<file path="src/design/frsm_pkg.sv">
// Constants, types and modular add/subtract helpers for the Fibonacci range-sum block.
`default_nettype none

package frsm_pkg;

  localparam int ELEM_W = 30;
  localparam int MUL_W  = 31;
  localparam int PROD_W = 2 * MUL_W;

  localparam logic [ELEM_W-1:0] PRIME      = 30'd1000000007;
  localparam logic [MUL_W-1:0]  BARRETT_MU = 31'd1152921496;

  typedef logic [ELEM_W-1:0] elem_t;

  typedef enum logic [2:0] {
    ST_IDLE,
    ST_PREP,
    ST_MUL,
    ST_BAR1,
    ST_BAR2,
    ST_FIX,
    ST_UPD,
    ST_DONE
  } state_t;

  typedef enum logic [1:0] {
    OP_AA,
    OP_BB,
    OP_BT
  } mm_op_t;

  function automatic elem_t mod_add(elem_t x, elem_t y);
    logic [ELEM_W:0] s;
    s = {1'b0, x} + {1'b0, y};
    if (s >= {1'b0, PRIME}) begin
      s = s - {1'b0, PRIME};
    end
    return s[ELEM_W-1:0];
  endfunction

  function automatic elem_t mod_sub(elem_t x, elem_t y);
    logic [ELEM_W:0] s;
    if (x >= y) begin
      s = {1'b0, x} - {1'b0, y};
    end else begin
      s = {1'b0, x} + {1'b0, PRIME} - {1'b0, y};
    end
    return s[ELEM_W-1:0];
  endfunction

endpackage

`default_nettype wire

</file>
<file path="src/design/fibonacci_range_sum_mod.sv">
// The result strobe follows the accepted request after two passes over the exponent bits
// (first index, then last index plus one); each bit is worked on one 31x31 multiplier that
// serves the three products and both Barrett reduction products of each modular multiply.
// No new request is taken while one is in progress; busy stays high until the strobe cycle, in which
// the next request may already be accepted. The receiver cannot stall the result.
// Reset: synchronous, active low; returns to idle and drops busy and the strobe.
`default_nettype none

module fibonacci_range_sum_mod #(
  parameter int INDEX_BITS = 32
) (
  input  wire logic                            clk,
  input  wire logic                            rst_n,
  input  wire logic                            start,
  output logic                                 busy,
  input  wire logic [INDEX_BITS-1:0]           in_first_index,
  input  wire logic [INDEX_BITS-1:0]           in_last_index,
  output logic                                 out_valid,
  output logic [frsm_pkg::ELEM_W-1:0]          out_range_sum
);

  localparam int EXP_W = INDEX_BITS + 1;
  localparam int CNT_W = $clog2(INDEX_BITS + 1);

  frsm_pkg::state_t state_r, state_nxt;
  frsm_pkg::mm_op_t op_r, op_nxt;
  logic [CNT_W-1:0] cnt_r, cnt_nxt;
  logic             pass_r, pass_nxt;
  logic [EXP_W-1:0] exp_r, exp_nxt;
  logic [EXP_W-1:0] mplus_r, mplus_nxt;
  frsm_pkg::elem_t  a_r, a_nxt;
  frsm_pkg::elem_t  b_r, b_nxt;
  frsm_pkg::elem_t  t_r, t_nxt;
  frsm_pkg::elem_t  sa_r, sa_nxt;
  frsm_pkg::elem_t  sb_r, sb_nxt;
  frsm_pkg::elem_t  sc_r, sc_nxt;
  frsm_pkg::elem_t  lo_r, lo_nxt;
  logic [31:0]      x_r, x_nxt;
  logic [frsm_pkg::PROD_W-1:0] prod_r;
  logic             out_valid_r, out_valid_nxt;
  frsm_pkg::elem_t  out_range_sum_r, out_range_sum_nxt;

  logic [frsm_pkg::MUL_W-1:0]  ma, mb;
  logic [frsm_pkg::PROD_W-1:0] mult;
  logic [31:0]     rem;
  logic [31:0]     p1, p2;
  frsm_pkg::elem_t fix_val;
  frsm_pkg::elem_t dbl;
  frsm_pkg::elem_t a_upd, b_upd;

  assign busy          = (state_r != frsm_pkg::ST_IDLE);
  assign out_valid     = out_valid_r;
  assign out_range_sum = out_range_sum_r;

  // shared multiplier operand select
  always_comb begin
    case (state_r)
      frsm_pkg::ST_BAR1: begin
        ma = prod_r[59:29];
        mb = frsm_pkg::BARRETT_MU;
      end
      frsm_pkg::ST_BAR2: begin
        ma = prod_r[61:31];
        mb = {1'b0, frsm_pkg::PRIME};
      end
      default: begin
        case (op_r)
          frsm_pkg::OP_BB: begin
            ma = {1'b0, b_r};
            mb = {1'b0, b_r};
          end
          frsm_pkg::OP_BT: begin
            ma = {1'b0, b_r};
            mb = {1'b0, t_r};
          end
          default: begin
            ma = {1'b0, a_r};
            mb = {1'b0, a_r};
          end
        endcase
      end
    endcase
  end

  assign mult = {{frsm_pkg::MUL_W{1'b0}}, ma} * {{frsm_pkg::MUL_W{1'b0}}, mb};

  // Barrett correction: remainder below three times the prime
  assign p1      = {2'b00, frsm_pkg::PRIME};
  assign p2      = {p1[30:0], 1'b0};
  assign rem     = x_r - prod_r[31:0];
  assign fix_val = (rem >= p2) ? 30'(rem - p2) :
                   (rem >= p1) ? 30'(rem - p1) : rem[29:0];

  // doubling step, then advance by one when the exponent bit is set
  assign dbl   = frsm_pkg::mod_add(sa_r, sb_r);
  assign a_upd = exp_r[INDEX_BITS] ? frsm_pkg::mod_add(dbl, sc_r) : dbl;
  assign b_upd = exp_r[INDEX_BITS] ? dbl : sc_r;

  always_comb begin
    case (state_r)
      frsm_pkg::ST_IDLE: state_nxt = start ? frsm_pkg::ST_PREP : frsm_pkg::ST_IDLE;
      frsm_pkg::ST_PREP: state_nxt = frsm_pkg::ST_MUL;
      frsm_pkg::ST_MUL:  state_nxt = frsm_pkg::ST_BAR1;
      frsm_pkg::ST_BAR1: state_nxt = frsm_pkg::ST_BAR2;
      frsm_pkg::ST_BAR2: state_nxt = frsm_pkg::ST_FIX;
      frsm_pkg::ST_FIX: begin
        state_nxt = (op_r == frsm_pkg::OP_BT) ? frsm_pkg::ST_UPD : frsm_pkg::ST_MUL;
      end
      frsm_pkg::ST_UPD: begin
        state_nxt = ((cnt_r == '0) && pass_r) ? frsm_pkg::ST_DONE : frsm_pkg::ST_PREP;
      end
      frsm_pkg::ST_DONE: state_nxt = frsm_pkg::ST_IDLE;
      default:           state_nxt = frsm_pkg::ST_IDLE;
    endcase
  end

  always_comb begin
    op_nxt            = op_r;
    cnt_nxt           = cnt_r;
    pass_nxt          = pass_r;
    exp_nxt           = exp_r;
    mplus_nxt         = mplus_r;
    a_nxt             = a_r;
    b_nxt             = b_r;
    t_nxt             = t_r;
    sa_nxt            = sa_r;
    sb_nxt            = sb_r;
    sc_nxt            = sc_r;
    lo_nxt            = lo_r;
    x_nxt             = x_r;
    out_valid_nxt     = 1'b0;
    out_range_sum_nxt = out_range_sum_r;
    case (state_r)
      frsm_pkg::ST_IDLE: begin
        if (start) begin
          exp_nxt   = {1'b0, in_first_index};
          mplus_nxt = {1'b0, in_last_index} + EXP_W'(1);
          a_nxt     = 30'd1;
          b_nxt     = '0;
          cnt_nxt   = CNT_W'(INDEX_BITS);
          pass_nxt  = 1'b0;
        end
      end
      frsm_pkg::ST_PREP: begin
        t_nxt  = frsm_pkg::mod_sub(frsm_pkg::mod_add(a_r, a_r), b_r);
        op_nxt = frsm_pkg::OP_AA;
      end
      frsm_pkg::ST_BAR1: begin
        x_nxt = prod_r[31:0];
      end
      frsm_pkg::ST_FIX: begin
        case (op_r)
          frsm_pkg::OP_AA: begin
            sa_nxt = fix_val;
            op_nxt = frsm_pkg::OP_BB;
          end
          frsm_pkg::OP_BB: begin
            sb_nxt = fix_val;
            op_nxt = frsm_pkg::OP_BT;
          end
          default: begin
            sc_nxt = fix_val;
          end
        endcase
      end
      frsm_pkg::ST_UPD: begin
        a_nxt   = a_upd;
        b_nxt   = b_upd;
        exp_nxt = {exp_r[EXP_W-2:0], 1'b0};
        cnt_nxt = cnt_r - CNT_W'(1);
        if ((cnt_r == '0) && !pass_r) begin
          lo_nxt   = a_upd;
          pass_nxt = 1'b1;
          exp_nxt  = mplus_r;
          a_nxt    = 30'd1;
          b_nxt    = '0;
          cnt_nxt  = CNT_W'(INDEX_BITS);
        end
      end
      frsm_pkg::ST_DONE: begin
        out_range_sum_nxt = frsm_pkg::mod_sub(a_r, lo_r);
        out_valid_nxt     = 1'b1;
      end
      default: begin
      end
    endcase
  end

  always_ff @(posedge clk) begin
    if (!rst_n) begin
      state_r     <= frsm_pkg::ST_IDLE;
      op_r        <= frsm_pkg::OP_AA;
      cnt_r       <= '0;
      pass_r      <= 1'b0;
      out_valid_r <= 1'b0;
    end else begin
      state_r     <= state_nxt;
      op_r        <= op_nxt;
      cnt_r       <= cnt_nxt;
      pass_r      <= pass_nxt;
      out_valid_r <= out_valid_nxt;
    end
  end

  always_ff @(posedge clk) begin
    exp_r           <= exp_nxt;
    mplus_r         <= mplus_nxt;
    a_r             <= a_nxt;
    b_r             <= b_nxt;
    t_r             <= t_nxt;
    sa_r            <= sa_nxt;
    sb_r            <= sb_nxt;
    sc_r            <= sc_nxt;
    lo_r            <= lo_nxt;
    x_r             <= x_nxt;
    prod_r          <= mult;
    out_range_sum_r <= out_range_sum_nxt;
  end

endmodule

`default_nettype wire

</file>
<file path="config.mk">
export PLATFORM = sky130hd
export DESIGN_NAME = fibonacci_range_sum_mod
export DESIGN_NICKNAME = d
export VERILOG_FILES = /design/src/design/frsm_pkg.sv /design/src/design/fibonacci_range_sum_mod.sv
export SDC_FILE = /design/constraint.sdc
export NUM_CORES = 2
export LEC_CHECK = 0
export ABC_CLOCK_PERIOD_IN_PS = 12100
export BUFFER_PORTS_ARGS = -buffer_cell sky130_fd_sc_hd__buf_2
export CELL_PAD_IN_SITES_DETAIL_PLACEMENT = 0
export CELL_PAD_IN_SITES_GLOBAL_PLACEMENT = 1
export CORE_MARGIN = 2
export CORE_UTILIZATION = 40
export CTS_BUF_LIST = sky130_fd_sc_hd__clkbuf_2
export DETAILED_ROUTE_END_ITERATION = 12
export PLACE_DENSITY_LB_ADDON = 0.1
export SKIP_CTS_REPAIR_TIMING = 1
export SYNTH_ARGS = -nofsm -noshare
export SYNTH_HDL_FRONTEND = slang
export SYNTH_SLANG_ARGS = --single-unit
</file>
<file path="constraint.sdc">
create_clock -name clk -period 12.1 [get_ports clk]
set_input_delay 1.815 -clock clk [delete_from_list [all_inputs] [get_ports clk]]
set_output_delay 1.815 -clock clk [all_outputs]
set_load 0.005 [all_outputs]
</file>
# Word-level counts from Yosys, hierarchy flattened
# Cells that the tools add are included.
classes:
  addsub: 17
  mul: 1
  div: 0
  magnitude_cmp: 7
  n_eq_ne: 12
  shifts: 0
  n_mux: 36
  bitwise_logic: 1
  reduce_logical: 19
ops:
  columns: ["cell", "n"]
  rows:
  - ["30-bit two-way mux", 15]
  - ["30-bit case mux with 2 select lines", 3]
  - ["30-bit subtractor (second input constant)", 5]
  - ["31-bit case mux with 2 select lines", 2]
  - ["30-bit subtractor", 4]
  - ["30-bit by 30-bit adder with 31-bit output", 3]
  - ["31-bit by 30-bit >= comparator with 1-bit output (second input constant)", 3]
  - ["33-bit two-way mux", 2]
  - ["33-bit case mux with 2 select lines", 1]
  - ["31-bit by 31-bit multiplier with 62-bit output", 1]
  - ["30-bit adder (second input constant)", 2]
  - ["30-bit >= comparator", 2]
  - ["32-bit by 1-bit adder with 33-bit output (second input constant)", 1]
  - ["32-bit by 30-bit >= comparator with 1-bit output (second input constant)", 1]
  - ["32-bit by 31-bit >= comparator with 1-bit output (second input constant)", 1]
  - ["32-bit subtractor", 1]
  - ["3-bit case mux with 8 select lines", 1]
  - ["2-bit AND reduction", 7]
  - ["3-bit == test (second input constant)", 4]
  - ["6-bit two-way mux", 2]
  - ["6-bit case mux with 2 select lines", 1]
  - ["2-bit case mux with 2 select lines", 2]
  - ["3-bit by 2-bit == test with 1-bit output (second input constant)", 2]
  - ["6-bit zero test", 1]
  - ["other kinds (18)", 26]
totals:
  ff_bits: 413
  latchBits: 0
  mem_bits_rw: 0
  mem_bits_ro: 0
  out_inout_bits: 32
  memories: 0

# Depth between registers and ports, before layout
logic_depth:
  ltp_word: 9
  mapped_depth: 40
  mapped_depth_nobuf: 37

# Worst setup path after synthesis
# No wires, ideal clock.
synth_path:
  kind: "register to register"
  start: "reg state_r[1]"
  end: "reg prod_r[61] (netlist bit)"
  setup_time_ns: 0.072
  arrival_ns: 9.281
  t_required_ns: 12.028
  slack_ns: 2.747
  stages_incl_launch_ff: 35
  n_path_buf: 5
  period_less_slack_ns: 9.353
  cell_sequence: "dfxtp_1 clkbuf_1 nand2_1 or2_2 clkbuf_1 clkinv_1 clkbuf_1 clkbuf_1 buf_1 nand2_1 fa_1 fa_1 inv_1 fa_1 fa_1 fa_1 inv_1 fa_1 inv_1 fa_1 fa_1 ha_1 a21oi_1 o21bai_1 a21oi_1 o21ai_0 a31oi_1 a2111oi_0 or2_2 nand3_1 a31oi_1 a221o_1 a211o_1 a21oi_1 xnor2_1"
synth_between:
  elab_chain_len: 3
synth_lines:
  columns: ["item", "line_no", "rtl"]
  rows:
  - ["start: declaration", "fibonacci_range_sum_mod.sv:25", "frsm_pkg::state_t state_r, state_nxt;"]
  - ["start signal: assignment", "fibonacci_range_sum_mod.sv:191", "state_r <= frsm_pkg::ST_IDLE;"]
  - ["start signal: assignment", "fibonacci_range_sum_mod.sv:197", "state_r <= state_nxt;"]
  - ["3-bit == test or 3-bit by 2-bit == test with 1-bit output (tied branches)", "fibonacci_range_sum_mod.sv:57", "case (state_r)"]
  - ["31-bit case mux with 2 select lines", "fibonacci_range_sum_mod.sv:57", null]
  - ["31-bit by 31-bit multiplier with 62-bit output (*)", "fibonacci_range_sum_mod.sv:85", "assign mult = {{frsm_pkg::MUL_W{1'b0}}, ma} * {{frsm_pkg::MUL_W{1'b0}}, mb};"]
  - ["via mult, one bit", "fibonacci_range_sum_mod.sv:44", "logic [frsm_pkg::PROD_W-1:0] mult;"]
  - ["end signal: assignment", "fibonacci_range_sum_mod.sv:216", "prod_r <= mult;"]
  - ["end: declaration", "fibonacci_range_sum_mod.sv:39", "logic [frsm_pkg::PROD_W-1:0] prod_r;"]
# The timed path passes the listed nets; every way through them passes the cells marked *.
# A chain may end at the register's enable or synchronous reset.

# Worst setup path after layout
layout_path:
  start: "reg state_r[1]"
  end: "reg prod_r[59] (netlist bit)"
# The elaborated chain is that of the path after synthesis.

==> impl_metrics.py <==
metrics = {
    "clock_tree": {
        "cts_max_level": 3,
        "cts.root.buffer_cell": "clkbuf_2",
        "clock_path_buffers": 3,
        "clk_pin_slew_worst_paths_ns": 0.11,
        "clk_latency_ns": 1.54,
        "cts_sinks": 413,
        "cts_tree": "built",
        "cts_made_buffers": 118,
    },
    "floorplan": {
        "dieArea_mm2": 0.159,
        "start_util": 0.403,
        "core.rowCount": 144,
        "core_mm2": 0.154,
        "die_w_um": 399,
        "die-height_um": 399,
        "io_pins": 99,
    },
    "placed_design": {
        "dp_hpwl_mm": 188,
        "pre_cts_ws_ns": 1.03,
        "routabilityCongestion": 0.959,
        "numPortBuffers": 98,
    },
    "flow_run": {
        "max-cap-violations": 0,
    },
    "grt": {
        "grt_max_degree": 90,
        "antenna_found_initial": 9,
        "grt_pass1_vias": 52000,
        "grt_pass1_wl_mm": 344,
        "overflow": 0,
        "grt_use_total": 0.293,
    },
    "timing": {
        "setup_tns_ns": 0,
        "clock.fmax_mhz": 87.8,
        "whs_ns": 0.423,
        "fin_crit_sh": 0.941,
        "grt_setup_unrepaired": "false",
        "worstMarginPinSlew_ns": 1.21,
        "slew_headroom": 0.193,
        "setup_ws_ns": 0.717,
        "min_period_ns": 11.38,
        "setup_viol": 0,
        "drv_slew": 0,
        "finalClockSkew_ns": 0.162,
        "finalHoldViolations": 0,
    },
    "yosys": {
        "synth_top_family_by_area": "adder cells",
        "synth_top_area_cell": "fa_1",
        "synth.distinct_cells": 100,
        "synth-compound-area-share": 0.129,
        "netlist_area_mm2": 0.0623,
        "yosysWarningCount": 0,
        "synthFlopType": "edfxtp_1",
        "yosys.area.top_type_share": 0.281,
        "synth.area.top_cells": "fa_1 (28%), edfxtp_1 (16%), ha_1 (10%), inv_1 (7.0%), nand2_1 (5.6%)",
        "synth_seq_area_share": 0.187,
        "synth_xor_area_frac": 0.0513,
        "synth_mux_area_frac": 0.0126,
        "synth_adder_area_share": 0.382,
        "async_reset_ff_frac": 0,
        "synth_edf_count": 338,
        "ys_seq_elements": 413,
        "avgSynthCellArea_um2": 8.88,
        "yosys.area_share.simple": 0.151,
        "netlist_instances": 7008,
    },
    "detailed_routing": {
        "firstDrtPassIters": 8,
        "detail_route.wl_per_cell_um": 24.9,
        "antenna_left": 0,
        "vias": 50700,
        "wl_mm": 230,
        "drc": 0,
        "first_iter_violations": 4379,
        "vias_per_cell": 5.48,
    },
    "worst_setup_path": {
        "worst-setup-path-type": "reg -> reg",
        "critPathMaxFanout": 30,
        "cp.arrival_ns": 12.66,
        "endpoint_kind": "register",
        "critPathLaunchType": "register",
        "crit_slowest_cell": "a211o_1",
        "required_ns": 13.37,
        "crit_path_max_incr_delay_ns": 0.69,
        "path_common_cell": "fa_1",
    },
    "min_path": {
        "min_path_type": "reg -> reg",
    },
    "cells_and_area": {
        "nFillCells": 15600,
        "areaGrowthSynthToFinish_pct": 7.30,
        "drive_gt1_frac": 0.0759,
        "nets": 8553,
    },
    "outcome": {
        "status": "completed",
    },
}
-- critical path: cells and delay by family (launching register included) --
family,cells,cell delay (ns)
adders and majority gates,9,4.49
and+or+nand+nor,9,2.03
DFF,1,0.46
xor gates and xnor gates,1,0.14
buffers and inverters,6,1.24
AOI/OAI and AO/OA,8,2.73
-- metal layers --
metal	global-route usage	vias to the layer above	routed length [µm]
met3	0.0465	349	14700
met4	0.0886	2	8050
met5	0	-	13
met2	0.455	1613	102000
met1	0.419	25600	105000
li1	-	23200	-
-- registers in the layout, summed over array words and instances (netlist names) --
name and cells:
t_r 30, exp_r 33, x_r 32, out_valid 1, pass_r 1, op_r 2, out_range_sum 30, sc_r 30
sb_r 30, state_r 3, prod_r 62, b_r 30, mplus_r 33, sa_r 30, a_r 30, cnt_r 6
lo_r 30
-- synthesized netlist by cell type, types with 33 or more instances --
cell type,n
nand2_1,927
a211oi_1,73
a21o_1,105
or3_1,33
nand4_1,41
o21bai_1,38
nor2b_1,42
a31oi_1,49
dfxtp_1,75
nand2b_1,67
edfxtp_1,338
nor3_1,89
nor2_1,611
mux2i_1,67
and2_1,80
o21ai_0,206
o211ai_1,47
and3_1,50
nand3_1,96
a21oi_1,336
inv_1,1154
clkbuf_1,247
o21a_1,55
fa_1,874
xor2_1,111
ha_1,501
xnor2_1,248
-- cell usage in the layout, fill, tap and decap left out, types with 38 or more instances in the layout --
master       n
a21o_1     105
a21oi_1    335
nor2_1     610
xor2_1     111
clkbuf_2   167
o21ai_0    204
nand4_1     41
and2_1      79
buf_4      155
nand3_1     96
a211oi_1    67
nand2_1    925
dfxtp_1     75
ha_1       500
o21bai_1    38
o21a_1      55
xnor2_1    248
mux2i_1     67
o211ai_1    47
buf_2       98
nand2b_1    67
fa_1       874
and3_1      50
nor2b_1     40
edfxtp_1   338
nor3_1      88
inv_1     1153
-- path summary, 6_finish.rpt --
kind	slack, ns	from	cells after the start	to
min	0.42	prod_r[21]	0	x_r[21]
min reg2reg	0.42	prod_r[21]	0	x_r[21]
max reg2reg	0.72	state_r[1]	33	prod_r[59]
max	0.72	state_r[1]	33	prod_r[59]
-- cell families (layout without fill, tap and decap cells) --
logic type	count (synthesis)	after routing
other	2	13
buffers and inverters	1432	1623
DFF	413	413
xor gates and xnor gates	362	362
muxes	77	77
adders and majority gates	1375	1375
and+or+nand+nor	2136	2136
AOI/OAI and AO/OA	1211	1211
-- area by class of cell --
class	instances	area, µm²	area share
antenna	7	17.5	0.000262
clock buffer	167	836	0.0125
clock inverter	45	251	0.00376
inverter	1156	4340	0.0650
multi-input combinational	5167	45500	0.680
sequential	413	11700	0.174
tap	2044	2560	0.0383
timing repair buffer	255	1690	0.0254
-- through the flow --
stage	std cells	util	cell area, µm²
after floorplan	7012	-	62300
after global placement	9035	0.426	65700
after detailed placement	9035	0.426	65700
after CTS	9247	0.433	66800
after global routing	9252	0.433	66800
final	9254	0.433	66800
Power is left out: the tool's default activity adds up to more than one toggle a clock period on the data nets, which glitch-free logic cannot reach.
